File: src/design/mi3_pkg.sv
// Shared types and constants for the 3x3 matrix inverse and determinant block.
`timescale 1ns / 1ps
package mi3_pkg;

  localparam int ElemW      = 16;   // Q8.8 matrix entry
  localparam int ProdW      = 32;   // Q16.16 product of two entries
  localparam int AdjW       = 33;   // Q17.16 cofactor
  localparam int DetW       = 49;   // Q25.24 determinant
  localparam int DmagW      = 48;   // magnitude of the determinant
  localparam int NmagW      = 32;   // magnitude of a cofactor
  localparam int QuoW       = 32;   // quotient bits produced per lane
  localparam int NumElem    = 9;
  localparam int FeStages   = 5;    // cofactor and determinant front end
  localparam int DivStages  = QuoW + 1;
  localparam int PipeStages = FeStages + DivStages;
  localparam int InTdataW   = NumElem * ElemW;
  localparam int OutBits    = NumElem * QuoW + DetW;
  localparam int OutTdataW  = ((OutBits + 7) / 8) * 8;

  typedef logic signed [ElemW-1:0] elem_t;
  typedef logic signed [ProdW-1:0] prod_t;
  typedef logic signed [AdjW-1:0]  adj_t;
  typedef logic signed [DetW-1:0]  det_t;

  typedef struct packed {
    logic [QuoW-1:0] quo;  // magnitude of the quotient, low 32 bits
    logic            ovf;  // quotient magnitude reached 2^32 (or divisor zero)
    logic            neg;  // quotient is negative
  } lane_res_t;

endpackage

File: src/design/mi3_merge.sv
// Merge stage: signs, saturates or zeroes lane results, packs det; holds the output skid pair.
`timescale 1ns / 1ps
module mi3_merge (
  input  logic                             clk,
  input  logic                             rst_n,
  input  logic                             vld_in,
  input  mi3_pkg::lane_res_t               lane_in[mi3_pkg::NumElem],
  input  mi3_pkg::det_t                    det_in,
  output logic                             en,
  output logic                             out_tvalid,
  input  logic                             out_tready,
  output logic [mi3_pkg::OutTdataW-1:0]    out_tdata,
  output logic                             out_tuser
);

  localparam int Q = mi3_pkg::QuoW;

  logic [mi3_pkg::OutTdataW-1:0] word;
  logic                          sing;
  logic [Q-1:0]                  ent;
  logic                          push;

  logic                          out_vld_r, out_vld_nxt;
  logic [mi3_pkg::OutTdataW-1:0] out_dat_r, out_dat_nxt;
  logic                          out_sng_r, out_sng_nxt;
  logic                          skd_vld_r, skd_vld_nxt;
  logic [mi3_pkg::OutTdataW-1:0] skd_dat_r, skd_dat_nxt;
  logic                          skd_sng_r, skd_sng_nxt;

  always_comb begin
    sing = (det_in == '0);
    word = '0;
    for (int k = 0; k < mi3_pkg::NumElem; k++) begin
      if (sing) begin
        ent = '0;
      end else if (lane_in[k].ovf || lane_in[k].quo[Q-1]) begin
        ent = lane_in[k].neg ? {1'b1, {(Q-1){1'b0}}} : {1'b0, {(Q-1){1'b1}}};
      end else begin
        ent = lane_in[k].neg ? -lane_in[k].quo : lane_in[k].quo;
      end
      word[k*Q +: Q] = ent;
    end
    word[mi3_pkg::NumElem*Q +: mi3_pkg::DetW] = det_in;
  end

  assign en   = !skd_vld_r;
  assign push = vld_in && en;

  always_comb begin
    out_vld_nxt = out_vld_r;
    out_dat_nxt = out_dat_r;
    out_sng_nxt = out_sng_r;
    skd_vld_nxt = skd_vld_r;
    skd_dat_nxt = skd_dat_r;
    skd_sng_nxt = skd_sng_r;
    if (!out_vld_r || out_tready) begin
      if (skd_vld_r) begin
        out_vld_nxt = 1'b1;
        out_dat_nxt = skd_dat_r;
        out_sng_nxt = skd_sng_r;
        skd_vld_nxt = 1'b0;
      end else begin
        out_vld_nxt = push;
        out_dat_nxt = word;
        out_sng_nxt = sing;
      end
    end else if (push) begin
      skd_vld_nxt = 1'b1;
      skd_dat_nxt = word;
      skd_sng_nxt = sing;
    end
  end

  always_ff @(posedge clk) begin
    if (!rst_n) begin
      out_vld_r <= 1'b0;
      skd_vld_r <= 1'b0;
    end else begin
      out_vld_r <= out_vld_nxt;
      skd_vld_r <= skd_vld_nxt;
    end
    out_dat_r <= out_dat_nxt;
    out_sng_r <= out_sng_nxt;
    skd_dat_r <= skd_dat_nxt;
    skd_sng_r <= skd_sng_nxt;
  end

  assign out_tvalid = out_vld_r;
  assign out_tdata  = out_dat_r;
  assign out_tuser  = out_sng_r;

endmodule
File: config.mk
export PLATFORM = sky130hd
export DESIGN_NAME = mi3_merge
export DESIGN_NICKNAME = d
export VERILOG_FILES = /design/src/design/mi3_pkg.sv /design/src/design/mi3_merge.sv
export SDC_FILE = /design/constraint.sdc
export NUM_CORES = 1
export LEC_CHECK = 0
export BUFFER_PORTS_ARGS = -buffer_cell sky130_fd_sc_hd__buf_2
export CAP_MARGIN = 25
export CORE_ASPECT_RATIO = 2
export CORE_MARGIN = 3
export CORE_UTILIZATION = 40
export DETAILED_ROUTE_END_ITERATION = 16
export GPL_ROUTABILITY_DRIVEN = 0
export HOLD_SLACK_MARGIN = 0.15
export PLACE_DENSITY = 0.6
export SYNTH_ARGS = -nofsm -noshare
export SYNTH_HDL_FRONTEND = slang
export SYNTH_SLANG_ARGS = --single-unit
File: constraint.sdc
create_clock -name clk -period 69.3 [get_ports clk]
set_clock_uncertainty 0.2 [all_clocks]
set_input_delay 13.86 -clock clk [delete_from_list [all_inputs] [get_ports clk]]
set_output_delay 13.86 -clock clk [all_outputs]
set_load 0.02 [all_outputs]
; After elaboration in Yosys (flattened, before gate mapping)
; Cells that the tools add are included.
[totals]
register_bits = 678
out_inout_bits = 347
input_bits = 359
wordCells = 72
[classes]
mux = 39
bitwise = 2
n_reduce_logical = 16
n_addsub = 9
[ops]
columns = cell, count
row1 = 2-to-1 mux 32 bit, 36
row2 = 2-to-1 mux 337 bit, 1
row3 = negation 32 bit, 9
row4 = zero test 49 bit, 1
row5 = logical OR 1 bit, 10
row6 = zero test 1 bit, 2
row7 = 2-to-1 mux 1 bit, 2
row8 = inverter 1 bit, 2
row9 = AND reduction 2 bit, 1
row10 = OR reduction 2 bit, 1
row11 = logical AND 1 bit, 1

; Longest topological paths before layout
; Gate-level depths: netlist of the first run.
[depth]
ltp_word = 5
mapped_depth = 9
ltp_nobuf = 8

; Worst setup path after synthesis of the first run
; OpenSTA, ideal clock, no wires.
[synth_path]
path_kind = input-to-reg
from = input port out_tready
to = register skd_dat_r[0] in the netlist's numbering, enable pin
required_ns = 60.751
path_buffers = 0
setup_time_ns = 8.349
arrival_ns = 65.750
path_slack_ns = -5.000
stages = 2
cell_sequence = nand2b_1 > nor3b_1
[synth_via]
elab_chain_cells = 3
[synth_lines]
columns = element, line
row1 = from (decl), mi3_merge.sv:11  ; input logic out_tready,
row2 = logical OR 1 bit, mi3_merge.sv:56  ; if (!out_vld_r || out_tready) begin
row3 = inverter 1 bit (no line), --
row4 = AND reduction 2 bit (no line), --
row5 = to (signal assigned), mi3_merge.sv:84  ; skd_dat_r <= skd_dat_nxt;
row6 = to (decl), mi3_merge.sv:27  ; logic [mi3_pkg::OutTdataW-1:0] skd_dat_r, skd_dat_nxt;
; Every way passes these cells.
; A chain may end at the register's enable or synchronous reset.

; Final worst setup path of the first run
[layout_path]
from = input port out_tready
to = register skd_dat_r[109] in the netlist's numbering, enable pin
; Same word-level chain as after synthesis.

==> results of run 1 <==
-- cell families after synthesis --
family                   synth area share
buffers and inverters             0.02217
XOR/XNOR                          0.06937
flip-flops                         0.6268
AND/OR/NAND/NOR                   0.06555
multiplexers                       0.1108
adder cells (fa/ha/maj)          0.003470
other                           0.0001156
AO/OA/AOI/OAI                      0.1018
-- cell type report --
class	count	share of cell area
sequential	678	0.5198
multi-input combinational	1532	0.2922
timing repair buffer	730	0.09916
clock buffer	82	0.04482
tap	1043	0.03334
clock inverter	32	0.007001
inverter	30	0.003069
antenna	10	0.0006393
-- power by group through the flow --
| stage | sequential (mW) | combinational (mW) | clock [mW] |
|---|---|---|---|
| 3_5_place_dp | 0.502 | 0.143 | 0 |
| 3_3_place_gp | 0.501 | 0.140 | 0 |
| 6_report | 0.493 | 0.144 | 0.349 |
| 5_1_grt | 0.495 | 0.156 | 0.375 |
| 2_1_floorplan | 0.534 | 0.0572 | 0 |
| 4_1_cts | 0.493 | 0.144 | 0.361 |
-- sequential cells by signal (all words and copies together) (netlist names) --
name,cells
out_tvalid,1
out_tuser,1
skd_vld_r,1
out_tdata,337
skd_sng_r,1
skd_dat_r,337
-- worst max-delay path, cell delays in order --
cell	delay (ns)
buf_2	0.11
nand2b_4	0.42
nor3b_2	0.33
buf_4	0.61
buf_4	0.86
buf_4	0.78
-- path summary, 6_finish.rpt --
| path | from | end | slack (ns) |
|---|---|---|---|
| min reg2reg | skd_sng_r$_DFFE_PP_ | out_tuser$_DFFE_PP_ | 0.32 |
| min | skd_sng_r$_DFFE_PP_ | out_tuser$_DFFE_PP_ | 0.32 |
| max | out_tready | skd_dat_r[109]$_DFFE_PP_ | 52.23 |
| max reg2reg | out_tvalid$_SDFFE_PN0P_ | skd_dat_r[109]$_DFFE_PP_ | 65.24 |
-- placed cells by master, fill, tap and decap left out, types with 5 or more instances in the layout --
| master | instances |
|---|---|
| clkinv_2 | 7 |
| buf_4 | 24 |
| nor2_1 | 83 |
| or2_2 | 24 |
| buf_2 | 698 |
| o21ai_0 | 59 |
| clkbuf_16 | 68 |
| nor4_1 | 38 |
| inv_6 | 5 |
| a21o_1 | 9 |
| inv_1 | 29 |
| xor2_1 | 238 |
| or4_1 | 17 |
| clkinv_1 | 13 |
| or3_1 | 30 |
| o41ai_1 | 76 |
| o31ai_1 | 100 |
| edfxtp_1 | 676 |
| nor3_1 | 47 |
| nand4b_1 | 6 |
| nand3_1 | 15 |
| xnor2_1 | 19 |
| nand2_1 | 92 |
| clkbuf_1 | 14 |
| nand4_1 | 19 |
| buf_16 | 7 |
| a21oi_1 | 268 |
| mux2_2 | 317 |
| nand2b_1 | 8 |
| diode_2 | 10 |
| nor3b_1 | 5 |
| ha_1 | 9 |
| nor4b_1 | 6 |
| conb_1 | 7 |
| a211oi_1 | 11 |
-- metrics by stage --
step | instance area [um^2] | hold WS [ns] | worst slack (ns) | std cells
after floorplan | 32470 | 0.2874 | 21.39 | 2388
after global placement | 36880 | 0.3032 | 51.63 | 4005
after detailed placement | 36910 | 0.2988 | 51.59 | 4006
after CTS | 38930 | 0.3215 | 52.23 | 4120
after global routing | 39130 | 0.3260 | 51.98 | 4134
final | 39140 | 0.3210 | 52.23 | 4137
-- Yosys cell counts, types with 39 or more instances --
cell type | count | area [um^2]
nor4_1 | 39 | 244.0
a21oi_1 | 268 | 1341
o31ai_1 | 100 | 750.7
nand2_1 | 92 | 345.3
edfxtp_1 | 676 | 20300
nor3_1 | 47 | 235.2
nor2_1 | 85 | 319.1
o41ai_1 | 76 | 665.6
mux2_2 | 317 | 3570
xor2_1 | 238 | 2085
o21ai_0 | 59 | 295.3
clkbuf_1 | 104 | 390.4
-- layer usage --
| layer | routed length, um | track usage | part of all wire | vias to the layer above |
|---|---|---|---|---|
| met1 | 35950 | 0.2554 | 0.39 | 11110 |
| met5 | 151 | 0 | 0.0016 | - |
| li1 | - | - | - | 10530 |
| met2 | 44920 | 0.3526 | 0.48 | 937 |
| met3 | 9221 | 0.07747 | 0.10 | 166 |
| met4 | 2423 | 0.06702 | 0.026 | 24 |
==> flow_summary.ini, run 1 <==
[floorplanning]
initial_core_util = 0.4037
num_rows = 147
io_pins = 706
dieArea_um2 = 84790
design.core.area_um2 = 80380
die_x_um = 207.4
die_h_um = 408.8

[clock_network]
cts_made_buffers = 66
post-cts-setup-buffers = 0
cts.repair.resized = 0
path_clk_slew_ns = 0.06
clock_latency_ns = 0.62
ctsLongestPathBuffers = 3
root_buffer = clkbuf_16
htreeDepth = 3
hold_buffers = 0
clock_sinks = 678
cts_tree = done

[cells_and_area]
seq_area_um2 = 20340
nets = 3406
area_delta_synth_final_pct = 20.62
drive_gt1_frac = 0.3804
final.fill_count = 7110
utilization = 0.4870
multiInputGateArea_um2 = 11440

[yosys]
ys.flop_type = edfxtp_1
ys_types = 48
ys_seq_area_frac = 0.6268
yosys_warnings = 0
synth_edf_count = 676
ys_seq_elements = 678
synth-async-reset-ratio = 0
syn-cell-area_um2 = 32450
syn_avg_cell_area_um2 = 13.62
synthCells = 2382

[setup_path]
cp_max_fo = 69
cp.required_ns = 69.34
path_class = input port to flip-flop
startpoint_type = input port
cp.arrival_ns = 17.11
end_kind = flip-flop
reg2reg_depth = 5

[routing]
drt_iter0_drc = 1429
avgRoutedWirePerCell_um = 22.40
vias = 22760
viasPerCell = 5.502
ant_nets = 0
routed_wl_um = 92670
drc = 0
dr.pass1.iters = 5

[grt]
grt.overflow.total = 0
grt_pass1_wl_um = 141500
grt_pass1_vias = 23420
grtUsageTotal = 0.2114
antenna_found_initial = 28
grt_max_degree = 80

[timing]
hold_violations = 0
fin_crit_sh = 0.2463
maxSlewHeadroom = 0.3121
finalSetupTns_ns = 0
rsz0062_at_grt = false
fin_crit_ns = 17.07
worstMarginPinSlew_ns = 1.032
slew_viol_final = 0
max_freq_mhz = 58.59
finalSetupViolations = 0

[run]
cap_violations = 0

[power_and_ir_drop]
fin_total_pwr_uw = 985.8
swShare = 0.2618
power_frac_seq = 0.500
ir_drop_uv = 18.47
leakagePower_nw = 14.37
switching_power_uw = 258.1
p_clk_frac = 0.354
internal_power_uw = 727.7
power_per_cell_area_nw_per_um2 = 25.19
p_comb_frac = 0.146

[hold_path]
hold_depth = 2
min-delay-path-class = flip-flop to flip-flop

[place]
place_hpwl_um = 65750
port_buffers = 698

[status]
outcome = complete, no violations
(Power assumes the default switching activity.)
==> inputs of run 2 (changes only) <==
==> constraint.sdc (replaced) <==
create_clock -name clk -period 15.6 [get_ports clk]
set_clock_uncertainty 0.2 [all_clocks]
set_input_delay 3.12 -clock clk [delete_from_list [all_inputs] [get_ports clk]]
set_output_delay 3.12 -clock clk [all_outputs]
set_load 0.02 [all_outputs]
==> run 2 against run 1 <==
Compared with the run above: register-to-register slack lost 54 ns; flip-flop and latch count unchanged; final cell count up 0.24%; die area unchanged; core utilization is 0.21 points higher; clock-buffer cell count down 9; via count increased by 1.1%; wire length grew 1.1%; critical endpoint is now skd_dat_r[106]$_DFFE_PP_.
==> flow_summary.ini, run 2 (synthesized netlist as in run 1, its figures left out) <==
[timing]
max_freq_mhz = 154.5
finalSetupTns_ns = 0
setup_slack_ns = 9.127
maxSlewHeadroom = 0.3097
finalSetupViolations = 0
hold_violations = 0
fin_crit_sh = 0.4149
slew_viol_final = 0
fin_crit_ns = 6.473
rsz0062_at_grt = false
worstMarginPinSlew_ns = 1.035

[floorplanning]
design.core.area_um2 = 80380
die_x_um = 207.4
initial_core_util = 0.4037
dieArea_um2 = 84790
io_pins = 706
die_h_um = 408.8
num_rows = 147

[place]
place_ws_ns = 8.422
placement.cell_area_um2 = 36930
place_hpwl_um = 66850
port_buffers = 698

[routing]
drc = 0
drt_iter0_drc = 1394
avgRoutedWirePerCell_um = 22.60
ant_nets = 0
vias = 23010
routed_wl_um = 93720
viasPerCell = 5.548
dr.pass1.iters = 7

[clock_network]
clock_latency_ns = 0.62
path_clk_slew_ns = 0.06
post-cts-setup-buffers = 0
cts.repair.resized = 0
hold_buffers = 0
clock_sinks = 678
htreeDepth = 3
ctsLongestPathBuffers = 3
cts_tree = done
root_buffer = clkbuf_16
cts_made_buffers = 66

[setup_path]
startpoint_type = input port
cp_slowest_stage_delay_ns = 0.85
crit_chain = buf_2, nand2b_4, nor3b_2, buf_4, buf_4, buf_4
critical_path.most_common_cell = buf_4
cp_max_fo = 69
path_class = input port to flip-flop
cp.required_ns = 15.63
cp_slowest_cell = buf_4
cp.arrival_ns = 6.50
end_kind = flip-flop

[cells_and_area]
drive_gt1_frac = 0.3850
nets = 3404
utilization = 0.4891
area_delta_synth_final_pct = 21.15
final_common_cell = buf_2
final.fill_count = 7081
design_area_um2 = 39310
mostFrequentLayoutCells = buf_2, edfxtp_1, mux2_2, a21oi_1, xor2_1

[grt]
grtUsageTotal = 0.2135
grt_max_degree = 132
grt_pass1_vias = 23490
antenna_found_initial = 32
grt_pass1_wl_um = 142100
grt.overflow.total = 0

[power_and_ir_drop]
power_per_cell_area_nw_per_um2 = 114.7
ir_drop_uv = 86.68
leakagePower_nw = 14.45

[status]
outcome = complete, no violations

[run]
cap_violations = 0

[hold_path]
min-delay-path-class = flip-flop to flip-flop
[run 2: worst max-delay path: cells and delay by family]
kind	cells	cell delay, ns
buffers and inverters	4	2.41
AND/OR/NAND/NOR	2	0.80
[run 2: cell type report]
cell class	instances	area (um^2)	share of cell area
Sequential cell	678	20340	0.5175
Multi-Input combinational cell	1532	11440	0.2909
Timing Repair Buffer	728	3834	0.09752
Clock buffer	73	1699	0.04322
Tap cell	1043	1305	0.03320
Clock inverter	47	533.0	0.01356
Inverter	30	120.1	0.003055
Antenna cell	16	40.04	0.001018
[run 2: final timing paths]
path / start / endpoint / slack, ns / depth (start not counted)
max: out_tready / skd_dat_r[106]$_DFFE_PP_ / 9.13 / 6
min: skd_dat_r[128]$_DFFE_PP_ / out_tdata[128]$_DFFE_PP_ / 0.32 / 2
max reg2reg: out_tvalid$_SDFFE_PN0P_ / skd_dat_r[106]$_DFFE_PP_ / 11.35 / 5
min reg2reg: skd_dat_r[128]$_DFFE_PP_ / out_tdata[128]$_DFFE_PP_ / 0.32 / 2
[run 2: layer usage]
metal / wire, um / track usage / vias up
li1: - / - / 10540
met1: 36860 / 0.2612 / 11320
met2: 45580 / 0.3570 / 983
met3: 8662 / 0.06903 / 150
met4: 2506 / 0.07194 / 18
met5: 110 / 0 / -
[run 2: power breakdown]
part / leakage (nW) / total (mW) / internal (mW) / switching (mW)
Clock: 1.09 / 1.68 / 0.963 / 0.719
Sequential: 6.54 / 2.19 / 2.15 / 0.0354
Combinational: 6.82 / 0.642 / 0.227 / 0.414
[run 2: through the flow]
step | std cells | power, mW | hold WS [ns]
6_report | 4147 | 4.509 | 0.3238
5_1_grt | 4143 | 4.685 | 0.3429
4_1_cts | 4126 | 4.564 | 0.3291
3_5_place_dp | 4006 | 2.862 | 0.3169
3_3_place_gp | 4004 | 2.849 | 0.3063
2_1_floorplan | 2388 | 2.618 | 0.2874
